### config.mk
export PLATFORM = sky130hd
export DESIGN_NAME = i2c_master_transfer_sequencer
export DESIGN_NICKNAME = d
export VERILOG_FILES = /design/src/hw/rtl/i2cms_pkg.sv /design/src/hw/rtl/i2c_master_transfer_sequencer.sv /design/src/hw/rtl/i2cms_ram.sv /design/src/hw/rtl/i2cms_step.sv
export SDC_FILE = /design/constraint.sdc
export NUM_CORES = 1
export LEC_CHECK = 0
export ABC_AREA = 1
export BUFFER_PORTS_ARGS = -buffer_cell sky130_fd_sc_hd__buf_2
export CORE_AREA = 2 2 250 227
export DETAILED_ROUTE_END_ITERATION = 6
export DIE_AREA = 0 0 252 229
export HOLD_SLACK_MARGIN = 0.06
export PLACE_DENSITY = 0.76
export SYNTH_ARGS = -nofsm -noshare
export SYNTH_HDL_FRONTEND = slang
export SYNTH_SLANG_ARGS = --single-unit
### constraint.sdc
create_clock -name i_clk -period 5.4 [get_ports i_clk]
set_input_delay 1.62 -clock i_clk [delete_from_list [all_inputs] [get_ports i_clk]]
set_output_delay 1.62 -clock i_clk [all_outputs]
set_load 0.005 [all_outputs]
### src/hw/rtl/i2cms_pkg.sv
// Shared constants, types and helpers of the I2C master transfer sequencer.
`default_nettype none
package i2cms_pkg;

    localparam int MAX_BYTES = 64;
    localparam int PTR_W     = $clog2(MAX_BYTES + 1);
    localparam int BUF_AW    = $clog2(MAX_BYTES);
    localparam int LEN_W     = 7;
    localparam int IDX_W     = 6;

    localparam logic [PTR_W-1:0] MAX_PTR = PTR_W'(MAX_BYTES);

    localparam logic [1:0] FUNC_LOAD     = 2'd0;
    localparam logic [1:0] FUNC_START_WR = 2'd1;
    localparam logic [1:0] FUNC_START_RD = 2'd2;
    localparam logic [1:0] FUNC_EVENT    = 2'd3;

    localparam logic [7:0] ADDR_WR_MASK = 8'hFE;
    localparam logic [7:0] ADDR_RD_BIT  = 8'h01;

    typedef struct packed {
        logic [1:0]       func;
        logic [7:0]       address;
        logic [LEN_W-1:0] length;
        logic [7:0]       tx_byte;
        logic             flag_start;
        logic             flag_addr;
        logic             flag_btf;
        logic             flag_txe;
        logic             flag_rxne;
        logic [7:0]       data_reg;
        logic [7:0]       data_reg_next;
    } t_item;

    typedef struct packed {
        logic [7:0]       slave_address;
        logic             is_transmit;
        logic [PTR_W-1:0] transfer_length;
        logic [PTR_W-1:0] byte_pointer;
        logic [PTR_W-1:0] load_index;
    } t_state;

    typedef struct packed {
        logic             dr_write_valid;
        logic [7:0]       dr_value;
        logic             ack_set;
        logic             ack_clear;
        logic             stop_set;
        logic             start_set;
        logic             pos_set;
        logic             released;
        logic             rx_valid;
        logic [7:0]       rx_byte;
        logic [IDX_W-1:0] rx_index;
        logic             last;
    } t_result;

    // Pointer increment that stops at the buffer size.
    function automatic logic [PTR_W-1:0] sat_inc(input logic [PTR_W-1:0] ptr);
        logic [PTR_W-1:0] res;
        res = (ptr < MAX_PTR) ? ptr + PTR_W'(1) : ptr;
        return res;
    endfunction

endpackage
`default_nettype wire

### src/hw/rtl/i2c_master_transfer_sequencer.sv
// Top level of the I2C master transfer sequencer.
//
// Commands and controller events enter through an input register and are decoded
// into a two-entry result register, so one item is taken every clock while the
// output side keeps up; an item with no result never waits for the output side.
// A receive BTF yields two result transfers and holds a following item that
// has results until the second transfer is taken. Write data sits in a 64-byte
// RAM whose read address follows the byte pointer, so the data for a TXE or ADDR
// event is ready when it is decoded. The RAM needs no clearing after reset.
`default_nettype none
module i2c_master_transfer_sequencer
    import i2cms_pkg::*;
(
    input  wire logic             i_clk,
    input  wire logic             i_rst_n,
    input  wire logic             i_valid,
    output logic                  o_stall,
    input  wire logic [1:0]       i_func,
    input  wire logic [7:0]       i_address,
    input  wire logic [LEN_W-1:0] i_length,
    input  wire logic [7:0]       i_tx_byte,
    input  wire logic             i_flag_start,
    input  wire logic             i_flag_addr,
    input  wire logic             i_flag_btf,
    input  wire logic             i_flag_txe,
    input  wire logic             i_flag_rxne,
    input  wire logic [7:0]       i_data_reg,
    input  wire logic [7:0]       i_data_reg_next,
    output logic                  o_valid,
    input  wire logic             i_stall,
    output logic                  o_dr_write_valid,
    output logic [7:0]            o_dr_value,
    output logic                  o_ack_set,
    output logic                  o_ack_clear,
    output logic                  o_stop_set,
    output logic                  o_start_set,
    output logic                  o_pos_set,
    output logic                  o_released,
    output logic                  o_rx_valid,
    output logic [7:0]            o_rx_byte,
    output logic [IDX_W-1:0]      o_rx_index,
    output logic                  o_last
);

    logic        r_in_valid;
    logic        n_in_valid;
    t_item       r_item;
    t_state      r_state;
    t_state      n_state;
    t_result     r_out0;
    t_result     r_out1;
    logic [1:0]  r_cnt;
    logic        r_fwd;
    logic [7:0]  r_fwd_data;

    t_state            w_step_state;
    t_result           w_res0;
    t_result           w_res1;
    logic [1:0]        w_nres;
    logic              w_step_we;
    logic              w_we;
    logic [BUF_AW-1:0] w_waddr;
    logic [7:0]        w_wdata;
    logic [BUF_AW-1:0] w_raddr;
    logic [7:0]        w_ram_q;
    logic [7:0]        w_buf_byte;
    logic              w_out_acc;
    logic              w_out_free;
    logic              w_fire;
    logic              w_in_take;

    assign w_buf_byte = r_fwd ? r_fwd_data : w_ram_q;

    i2cms_step u_step (
        .i_item      (r_item),
        .i_state     (r_state),
        .i_buf_byte  (w_buf_byte),
        .o_state     (w_step_state),
        .o_res0      (w_res0),
        .o_res1      (w_res1),
        .o_nres      (w_nres),
        .o_buf_we    (w_step_we),
        .o_buf_waddr (w_waddr),
        .o_buf_wdata (w_wdata)
    );

    assign w_out_acc  = (r_cnt != 2'd0) && !i_stall;
    assign w_out_free = (r_cnt == 2'd0) || ((r_cnt == 2'd1) && w_out_acc);
    assign w_fire     = r_in_valid && ((w_nres == 2'd0) || w_out_free);
    assign o_stall    = r_in_valid && !w_fire;
    assign w_in_take  = i_valid && !o_stall;
    assign n_in_valid = w_in_take || (r_in_valid && !w_fire);

    assign n_state = w_fire ? w_step_state : r_state;
    assign w_we    = w_fire && w_step_we;
    // The RAM is read at the pointer the next item will see.
    assign w_raddr = n_state.byte_pointer[BUF_AW-1:0];

    i2cms_ram #(
        .WIDTH (8),
        .DEPTH (MAX_BYTES)
    ) u_buf (
        .i_clk   (i_clk),
        .i_we    (w_we),
        .i_waddr (w_waddr),
        .i_wdata (w_wdata),
        .i_raddr (w_raddr),
        .o_rdata (w_ram_q)
    );

    always_ff @(posedge i_clk) begin
        if (!i_rst_n) begin
            r_in_valid <= 1'b0;
            r_state    <= '0;
            r_cnt      <= 2'd0;
            r_fwd      <= 1'b0;
        end else begin
            r_in_valid <= n_in_valid;
            r_state    <= n_state;
            // A write to the address being read is forwarded past the RAM.
            r_fwd      <= w_we && (w_waddr == w_raddr);
            if (w_fire && (w_nres != 2'd0)) begin
                r_cnt <= w_nres;
            end else if (w_out_acc) begin
                r_cnt <= r_cnt - 2'd1;
            end
        end
    end

    always_ff @(posedge i_clk) begin
        r_fwd_data <= w_wdata;
        if (w_in_take) begin
            r_item.func          <= i_func;
            r_item.address       <= i_address;
            r_item.length        <= i_length;
            r_item.tx_byte       <= i_tx_byte;
            r_item.flag_start    <= i_flag_start;
            r_item.flag_addr     <= i_flag_addr;
            r_item.flag_btf      <= i_flag_btf;
            r_item.flag_txe      <= i_flag_txe;
            r_item.flag_rxne     <= i_flag_rxne;
            r_item.data_reg      <= i_data_reg;
            r_item.data_reg_next <= i_data_reg_next;
        end
        if (w_fire && (w_nres != 2'd0)) begin
            r_out0 <= w_res0;
            r_out1 <= w_res1;
        end else if (w_out_acc) begin
            r_out0 <= r_out1;
        end
    end

    assign o_valid          = (r_cnt != 2'd0);
    assign o_dr_write_valid = r_out0.dr_write_valid;
    assign o_dr_value       = r_out0.dr_value;
    assign o_ack_set        = r_out0.ack_set;
    assign o_ack_clear      = r_out0.ack_clear;
    assign o_stop_set       = r_out0.stop_set;
    assign o_start_set      = r_out0.start_set;
    assign o_pos_set        = r_out0.pos_set;
    assign o_released       = r_out0.released;
    assign o_rx_valid       = r_out0.rx_valid;
    assign o_rx_byte        = r_out0.rx_byte;
    assign o_rx_index       = r_out0.rx_index;
    assign o_last           = r_out0.last;

endmodule
`default_nettype wire

### src/hw/rtl/i2cms_ram.sv
// Generic single-port-write, single-port-read RAM with registered read data.
`default_nettype none
module i2cms_ram #(
    parameter int WIDTH = 8,
    parameter int DEPTH = 64
) (
    input  wire logic                     i_clk,
    input  wire logic                     i_we,
    input  wire logic [$clog2(DEPTH)-1:0] i_waddr,
    input  wire logic [WIDTH-1:0]         i_wdata,
    input  wire logic [$clog2(DEPTH)-1:0] i_raddr,
    output logic      [WIDTH-1:0]         o_rdata
);

    logic [WIDTH-1:0] r_mem [DEPTH];

    always_ff @(posedge i_clk) begin
        if (i_we) begin
            r_mem[i_waddr] <= i_wdata;
        end
        o_rdata <= r_mem[i_raddr];
    end

endmodule
`default_nettype wire

### src/hw/rtl/i2cms_step.sv
// Decode of one command or controller event into state updates and results.
`default_nettype none
module i2cms_step
    import i2cms_pkg::*;
(
    input  wire t_item              i_item,
    input  wire t_state             i_state,
    input  wire logic [7:0]         i_buf_byte,
    output t_state                  o_state,
    output t_result                 o_res0,
    output t_result                 o_res1,
    output logic [1:0]              o_nres,
    output logic                    o_buf_we,
    output logic [BUF_AW-1:0]       o_buf_waddr,
    output logic [7:0]              o_buf_wdata
);

    logic [PTR_W-1:0] w_len;
    logic [PTR_W-1:0] w_bp1;
    logic [PTR_W-1:0] w_bp2;
    logic [PTR_W:0]   w_bp1_plus;

    always_comb begin
        w_len = (i_item.length > LEN_W'(MAX_BYTES)) ? MAX_PTR : PTR_W'(i_item.length);
        w_bp1 = sat_inc(i_state.byte_pointer);
        w_bp2 = sat_inc(w_bp1);
        w_bp1_plus = {1'b0, w_bp1} + (PTR_W+1)'(1);

        o_state     = i_state;
        o_res0      = '0;
        o_res1      = '0;
        o_nres      = 2'd0;
        o_buf_we    = 1'b0;
        o_buf_waddr = i_state.load_index[BUF_AW-1:0];
        o_buf_wdata = i_item.tx_byte;

        unique case (i_item.func)
            FUNC_LOAD: begin
                if (i_state.load_index < MAX_PTR) begin
                    o_buf_we           = 1'b1;
                    o_state.load_index = i_state.load_index + PTR_W'(1);
                end
            end
            FUNC_START_WR, FUNC_START_RD: begin
                o_state.transfer_length = w_len;
                o_state.byte_pointer    = '0;
                o_state.load_index      = '0;
                if (i_item.func == FUNC_START_WR) begin
                    o_state.slave_address = i_item.address & ADDR_WR_MASK;
                    o_state.is_transmit   = 1'b1;
                end else begin
                    o_state.slave_address = i_item.address | ADDR_RD_BIT;
                    o_state.is_transmit   = 1'b0;
                    o_res0.pos_set        = (w_len == PTR_W'(2));
                end
                o_res0.ack_set   = 1'b1;
                o_res0.start_set = 1'b1;
                o_nres           = 2'd1;
            end
            FUNC_EVENT: begin
                priority if (i_item.flag_start) begin
                    o_res0.dr_write_valid = 1'b1;
                    o_res0.dr_value       = i_state.slave_address;
                    o_nres                = 2'd1;
                end else if (i_item.flag_addr) begin
                    if (i_state.is_transmit) begin
                        if (i_state.byte_pointer < MAX_PTR) begin
                            o_res0.dr_write_valid = 1'b1;
                            o_res0.dr_value       = i_buf_byte;
                            o_state.byte_pointer  = w_bp1;
                            o_nres                = 2'd1;
                        end
                    end else if (i_state.transfer_length == PTR_W'(1)) begin
                        o_res0.ack_clear = 1'b1;
                        o_res0.stop_set  = 1'b1;
                        o_res0.released  = 1'b1;
                        o_nres           = 2'd1;
                    end else if (i_state.transfer_length == PTR_W'(2)) begin
                        o_res0.ack_clear = 1'b1;
                        o_nres           = 2'd1;
                    end
                end else if (i_item.flag_btf) begin
                    if (i_state.is_transmit) begin
                        o_res0.stop_set      = 1'b1;
                        o_res0.released      = 1'b1;
                        o_state.byte_pointer = '0;
                        o_nres               = 2'd1;
                    end else begin
                        // Both data register reads of a BTF go out as two transfers.
                        o_res0.rx_valid = 1'b1;
                        o_res0.rx_byte  = i_item.data_reg;
                        o_res0.rx_index = i_state.byte_pointer[IDX_W-1:0];
                        o_res1.rx_valid = 1'b1;
                        o_res1.rx_byte  = i_item.data_reg_next;
                        o_res1.rx_index = w_bp1[IDX_W-1:0];
                        if (w_bp2 == i_state.transfer_length) begin
                            o_res1.ack_clear     = 1'b1;
                            o_res1.stop_set      = 1'b1;
                            o_res1.released      = 1'b1;
                            o_state.byte_pointer = '0;
                        end else begin
                            o_state.byte_pointer = w_bp2;
                        end
                        o_nres = 2'd2;
                    end
                end else if (i_item.flag_txe) begin
                    if (i_state.byte_pointer < i_state.transfer_length) begin
                        o_res0.dr_write_valid = 1'b1;
                        o_res0.dr_value       = i_buf_byte;
                        o_state.byte_pointer  = w_bp1;
                        o_nres                = 2'd1;
                    end
                end else if (i_item.flag_rxne) begin
                    o_res0.rx_valid      = 1'b1;
                    o_res0.rx_byte       = i_item.data_reg;
                    o_res0.rx_index      = i_state.byte_pointer[IDX_W-1:0];
                    o_state.byte_pointer = w_bp1;
                    if (w_bp1_plus == {1'b0, i_state.transfer_length}) begin
                        o_res0.ack_clear = 1'b1;
                        o_res0.stop_set  = 1'b1;
                    end else if (w_bp1 == i_state.transfer_length) begin
                        o_res0.released      = 1'b1;
                        o_state.byte_pointer = '0;
                    end
                    o_nres = 2'd1;
                end else begin
                    // An event with no flag set requests nothing.
                end
            end
            default: begin
            end
        endcase

        o_res0.last = (o_nres == 2'd1);
        o_res1.last = (o_nres == 2'd2);
    end

endmodule
`default_nettype wire
# Word level (Yosys, flattened, before mapping)
# Memories as Yosys holds them, arrays and structs flattened. A register that Yosys moved wholly into a read port is not among the register bits.
# Cells that the tools add are included.
# classes
n_lt_le_gt_ge,5
n_eq_ne,19
muxes,79
addsub,5
bitwise_logic,2
n_reduce_logical,28
# ops
cell,count
$mux W7,16
$mux W16,5
$mux W9,8
$mux W31,2
$mux W15,3
$mux W2,19
$pmux W7 S2,2
$add A7 B1 Y7 const B,3
$lt A7 B7 Y1 const B,3
$mux W1,21
$eq A7 B2 Y1 const B,2
$eq A7 B7 Y1,2
$mux W13,1
$reduce_bool A2 Y1,5
$add A7 B1 Y8 const B,1
$eq A8 B7 Y1,1
$logic_and A1 B1 Y1,8
$mux W8,1
$eq A7 B1 Y1 const B,1
$gt A7 B7 Y1 const B,1
$lt A7 B7 Y1,1
$reduce_and A7 Y1,1
$eq A2 B1 Y1 const B,3
$eq A2 B2 Y1 const B,3
18 further kinds,25
# word_totals
in_bits,50
out_inout_bits,33
mem_bits_rw,512
word_cells,179
reg_bits,138
mem_count,1
# memory_table
memory,words,width,rd,rd_clocked_by_memory_dff,wr,line_no,rtl
u_buf.r_mem,64,8,1,1,1,i2cms_ram.sv:15,logic [WIDTH-1:0] r_mem [DEPTH];

# Depth between registers and ports, before layout
# depth
word_depth,15
depth_mapped,31
ltp_nobuf,29

# Hierarchy
# Synthesis repeated with hierarchy kept, for this count alone.
# unflattened
cells_unflattened,2821
area_unflattened_um2,29460.8
# by_module_without_submodules
module,area_per_inst_um2,n_inst,seq_area_each_um2,cells_each
i2cms_ram,21291.7,1,15534.9,1822
i2c_master_transfer_sequencer,5422.7,1,4083.9,449
i2cms_step,2746.4,1,0.0,550

# Least setup slack after synthesis
# Ideal clock, no wire load.
# synth_timing
path_type,input to register
startpoint,input i_stall
endpoint,register r_cnt[0]
arrival_ns,4.358
setup_time_ns,0.097
path_stages,3
t_required_ns,5.303
slack_ns,0.945
path_buffers,0
cell_sequence,o21ai_0 -> o21ai_0 -> a31oi_1
# synth_via
elab_chain_cells,8
word_cells_on_any_way,9
cone_classes,mux: 1; reduce/logical: 8
# synth_lines
item,line_no,rtl
from (decl),i2c_master_transfer_sequencer.sv:30,"input wire logic i_stall,"
$logic_not A1 Y1 (*),i2c_master_transfer_sequencer.sv:87,assign w_out_acc = (r_cnt != 2'd0) && !i_stall;
$logic_and A1 B1 Y1 (*),i2c_master_transfer_sequencer.sv:87,
$logic_and A1 B1 Y1,i2c_master_transfer_sequencer.sv:88,assign w_out_free = (r_cnt == 2'd0) || ((r_cnt == 2'd1) && w_out_acc);
$logic_or A1 B1 Y1,i2c_master_transfer_sequencer.sv:88,
$logic_or A1 B1 Y1,i2c_master_transfer_sequencer.sv:89,assign w_fire = r_in_valid && ((w_nres == 2'd0) || w_out_free);
$logic_and A1 B1 Y1,i2c_master_transfer_sequencer.sv:89,
$logic_and A1 B1 Y1,i2c_master_transfer_sequencer.sv:122,if (w_fire && (w_nres != 2'd0)) begin
$mux W2 / $reduce_bool A2 Y1 (equally long branches),n/a,
to (signal assigned),i2c_master_transfer_sequencer.sv:123,r_cnt <= w_nres;
to (signal assigned),i2c_master_transfer_sequencer.sv:125,r_cnt <= r_cnt - 2'd1;
to (decl),i2c_master_transfer_sequencer.sv:52,logic [1:0] r_cnt;
# Mark *: on every way between the ends. The rest lies on a longest branch, timed or not.
# A chain may end at the register's enable or synchronous reset.

# Worst setup path after layout
# layout_timing
startpoint,register r_state[13] (netlist bit)
endpoint,"register u_buf.o_rdata[4], read port of u_buf.r_mem"
# layout_via
elab_chain_cells,12
word_cells_on_any_way,36
cone_classes,add/sub: 3; order compare: 3; eq/ne: 3; mux: 24; reduce/logical: 3
# layout_lines
item,line_no,rtl
from (decl),i2c_master_transfer_sequencer.sv:48,t_state r_state;
from (signal assigned),i2c_master_transfer_sequencer.sv:119,r_state <= n_state;
$lt A7 B7 Y1 (*),i2cms_pkg.sv:61,res = (ptr < MAX_PTR) ? ptr + PTR_W'(1) : ptr;
$mux W7 (*),i2cms_pkg.sv:61,
net u_step.w_bp1[0],i2cms_step.sv:19,logic [PTR_W-1:0] w_bp1;
$add A7 B1 Y8 (tied with other cells),i2cms_step.sv:27,"w_bp1_plus = {1'b0, w_bp1} + (PTR_W+1)'(1);"
$eq A8 B7 Y1 (tied with other cells),i2cms_step.sv:118,"if (w_bp1_plus == {1'b0, i_state.transfer_length}) begin"
$mux W7 / $eq A7 B7 Y1 (equally long branches),"i2cms_step.sv:118, i2cms_step.sv:96",
"$mux W7, on equally long branches","i2cms_step.sv:113, i2cms_step.sv:96",
"$mux W7, on equally long branches","i2cms_step.sv:106, i2cms_step.sv:83",
$mux W7,i2cms_step.sv:82,end else if (i_item.flag_btf) begin
$mux W7 (*),i2cms_step.sv:65,end else if (i_item.flag_addr) begin
$mux W7 (*),i2cms_step.sv:61,priority if (i_item.flag_start) begin
$pmux W7 S2 (*),i2cms_step.sv:37,unique case (i_item.func)
$mux W13 (*),i2c_master_transfer_sequencer.sv:94,assign n_state = w_fire ? w_step_state : r_state;
to (decl),i2cms_ram.sv:12,output logic [WIDTH-1:0] o_rdata
# The timed path passes the listed nets; every way through them passes the cells marked *. The select of a mux whose other input is x is not followed.

==> reports/results.tsv <==
metric	value	unit
DIE HEIGHT	229	um
Setup crit start kind	flop	
first-pass GRT wire length	116000	um
post-synthesis sequential area ratio	64.9	%
Worst Tran Pin Value	1.14	ns
cells after synthesis	2771	
initial antenna violation count	0	
Slowest Stage Delay on Critical Path	0.64	ns
Root Driver	clkbuf_16	
Leak Pwr	12.9	nW
max-cap check violation count	0	
footprint of the multi-input gates	8050	um2
CTS sink cnt	654	
worst hold path type	reg -> reg	
unrepaired setup endpoints after global routing	false	
Initial Util	53.4	%
DRC	5	
slew margin rel.	23.6	%
n_diodes	0	
CP max stage cell	dfxtp_1	
final hold vios	0	
FP Rows	82	
CTS clk-pin slew, worst paths	0.06	ns
CTS buffer count	69	
Vias/cell	5.80	
Netlist Area Pre-Place	29500	um2
Final Critical Period	5.04	ns
CTS tree	done	
Setup-failing EPs final	0	
GR Util All Layers	26.1	%
Synth Warn #	0	
Synth area leaders	edfxtp_1, nand3_1, nand2_1	
die area	57700	um2
proportion of layout cells with a drive suffix above 1	11.0	%
clock skew	0.0247	ns
Seq cells post-synth	654	
most common cell after layout, fill and taps aside	edfxtp_1	
Die Span X	252	um
largest area contributor in the netlist	edfxtp_1	
Slew Limit Fails	0	
final wirelength	75200	um
post-CTS sizing	0	
Worst setup EP type	flop	
commonest non-fill, non-tap cells in the layout	edfxtp_1, nand3_1, nand2_1	
Placer Congestion	0.925	
status	finished with violations	
maximum vdd drop	0.266	mV
Clock Tree Buf Depth	3	
Final Instance Area	33200	um2
largest net degree at the start of global routing	130	
CP bufs+invs	4	
Core ar.	55200	um2
vias in the first global route	20365	
IO buf count	81	
grt total ovfl	0	
Worst path top cell family by delay	simple AND/OR/NAND/NOR gates	
# hold bufs at CTS	0	
Tcrit/Tclk final	93.3	%
cell mode on critical path	nand3_1	
WP data required	5.87	ns
Max FO, Critical Path	65	
area grow syn2layout	12.6	%
setup bufs post-CTS	0	
Post-Syn Nets	2836	
Register Area	19100	um2
unique cell type count in the Yosys netlist	43	
DRT iter0 DRCs	2615	
Worst Setup Path Type	reg -> reg	
endpoint arrival time on the critical path	5.51	ns
top achievable clock speed	198	MHz
post-synth top area share	61.5	%
hpwl dp	44400	um
syn_area_per_cell	10.6	um2
Power per Cell Area	336	nW/um2
Detailed Routing Iterations Pass 1	7	
final setup TNS	0	ns
routed wire length per instance	20.6	um
I/O pin cnt	83	
via count	21130	
Antenna Nets Post-Route	0	
Nets	2938	
placed cell areas	30900	um2
H-tree depth	3	
violated checks	DRC	
Fillers	4290	
Worst-Skew Late Latency	0.62	ns
## synthesized netlist by cell type
master       n
nand2_4      1
nor3b_1      2
clkbuf_1    26
ha_1        15
buf_1        4
o21ai_0     47
nor2_2       3
inv_1      370
nand3b_1   192
or2_1        1
nand3_2      2
buf_6       19
nand4_1     12
nand2_1    438
a211oi_1    13
buf_2       93
a31o_2       1
a22oi_1      2
o21ai_2      3
edfxtp_1   604
inv_2       12
o21ai_1      2
a41oi_1      1
xor2_1      12
a21oi_2      1
nor4_1       2
a21oi_1     33
nand2_2      7
nor2_8       1
nand3_1    595
nor2_1     149
a31oi_1      1
o21a_1       2
nor3_2       2
buf_4       13
dfxtp_1     50
clkinv_1     6
nor3_1       6
o211ai_1    13
inv_4        1
o2111ai_1    6
o31ai_1      2
o22ai_1      6
## where the power goes
group | internal [W] | leakage (nW) | switching (W)
sequential | 0.00566 | 5.89 | 0.0000476
combinational | 0.000195 | 5.92 | 0.000505
clock | 0.00279 | 1.10 | 0.00196
total | 0.00864 | 12.9 | 0.00251
## flip-flops by register name, summed over array words and instances, names as in the netlist, 2 cells and up
name	cells
r_item	45
u_buf.r_mem	512
r_state	30
r_fwd_data	8
o_rx_byte	8
u_buf.o_rdata	8
r_out1	17
o_rx_index	6
r_cnt	2
o_dr_value	8
## layout make-up
| cell class | count | share of cell area [%] |
|---|---|---|
| Clock inverter | 36 | 1.12 |
| Tap cell | 714 | 2.69 |
| Sequential cell | 654 | 57.6 |
| Inverter | 389 | 4.41 |
| Timing Repair Buffer | 186 | 4.20 |
| Clock buffer | 91 | 5.73 |
| Multi-Input combinational cell | 1573 | 24.2 |
## through the flow
| stage | hold WS, ns | cells | power, W | worst slack (ns) | utilization (%) |
|---|---|---|---|---|---|
| after floorplan | 0.447 | 2771 | 0.00622 | 0.945 | - |
| after global placement | 0.487 | 3516 | 0.00648 | 0.487 | 56.0 |
| after detailed placement | 0.473 | 3516 | 0.00650 | 0.449 | 56.0 |
| after CTS | 0.525 | 3643 | 0.0112 | 0.418 | 60.2 |
| after global routing | 0.538 | 3643 | 0.0115 | 0.0111 | 60.2 |
| final | 0.521 | 3643 | 0.0111 | 0.360 | 60.2 |
## path summary, 6_finish.rpt
check                          end  cells past startpoint        start  slack (ns)
setup / recovery  u_buf.o_rdata[4]                     29  r_state[13]        0.36
hold / removal         r_state[27]                      2  r_state[27]        0.52
setup reg to reg  u_buf.o_rdata[4]                     29  r_state[13]        0.36
hold reg to reg        r_state[27]                      2  r_state[27]        0.52
## cells by family (layout without fill, tap and decap cells)
group,count (synthesis),after routing,share of synthesized area [%]
buffers and inverters,544,702,7.98
AND/OR/NAND/NOR,1413,1413,23.4
XOR/XNOR,12,12,0.357
flip-flops,654,654,64.9
adder cells (fa/ha/maj),15,15,0.637
AO/OA/AOI/OAI,133,133,2.71
## worst reg2reg max path, delay by kind of cell (launching register included)
family          cells  cell delay [ns]
xor+xnor            1             0.16
compound gates      1             0.26
buf+inv             4             0.90
simple gates       21             2.51
fa+ha+maj           2             0.43
flops               1             0.64
## metal layers
layer  track usage, %  wire length, um  part of all wire [%]
met1             36.1            30500                    40
met3             4.21             6820                   9.1
met4             11.0             2750                   3.7
met2             41.1            35200                    47
met5                0                0                     0
No activity file was read; power rests on OpenSTA's default activity.
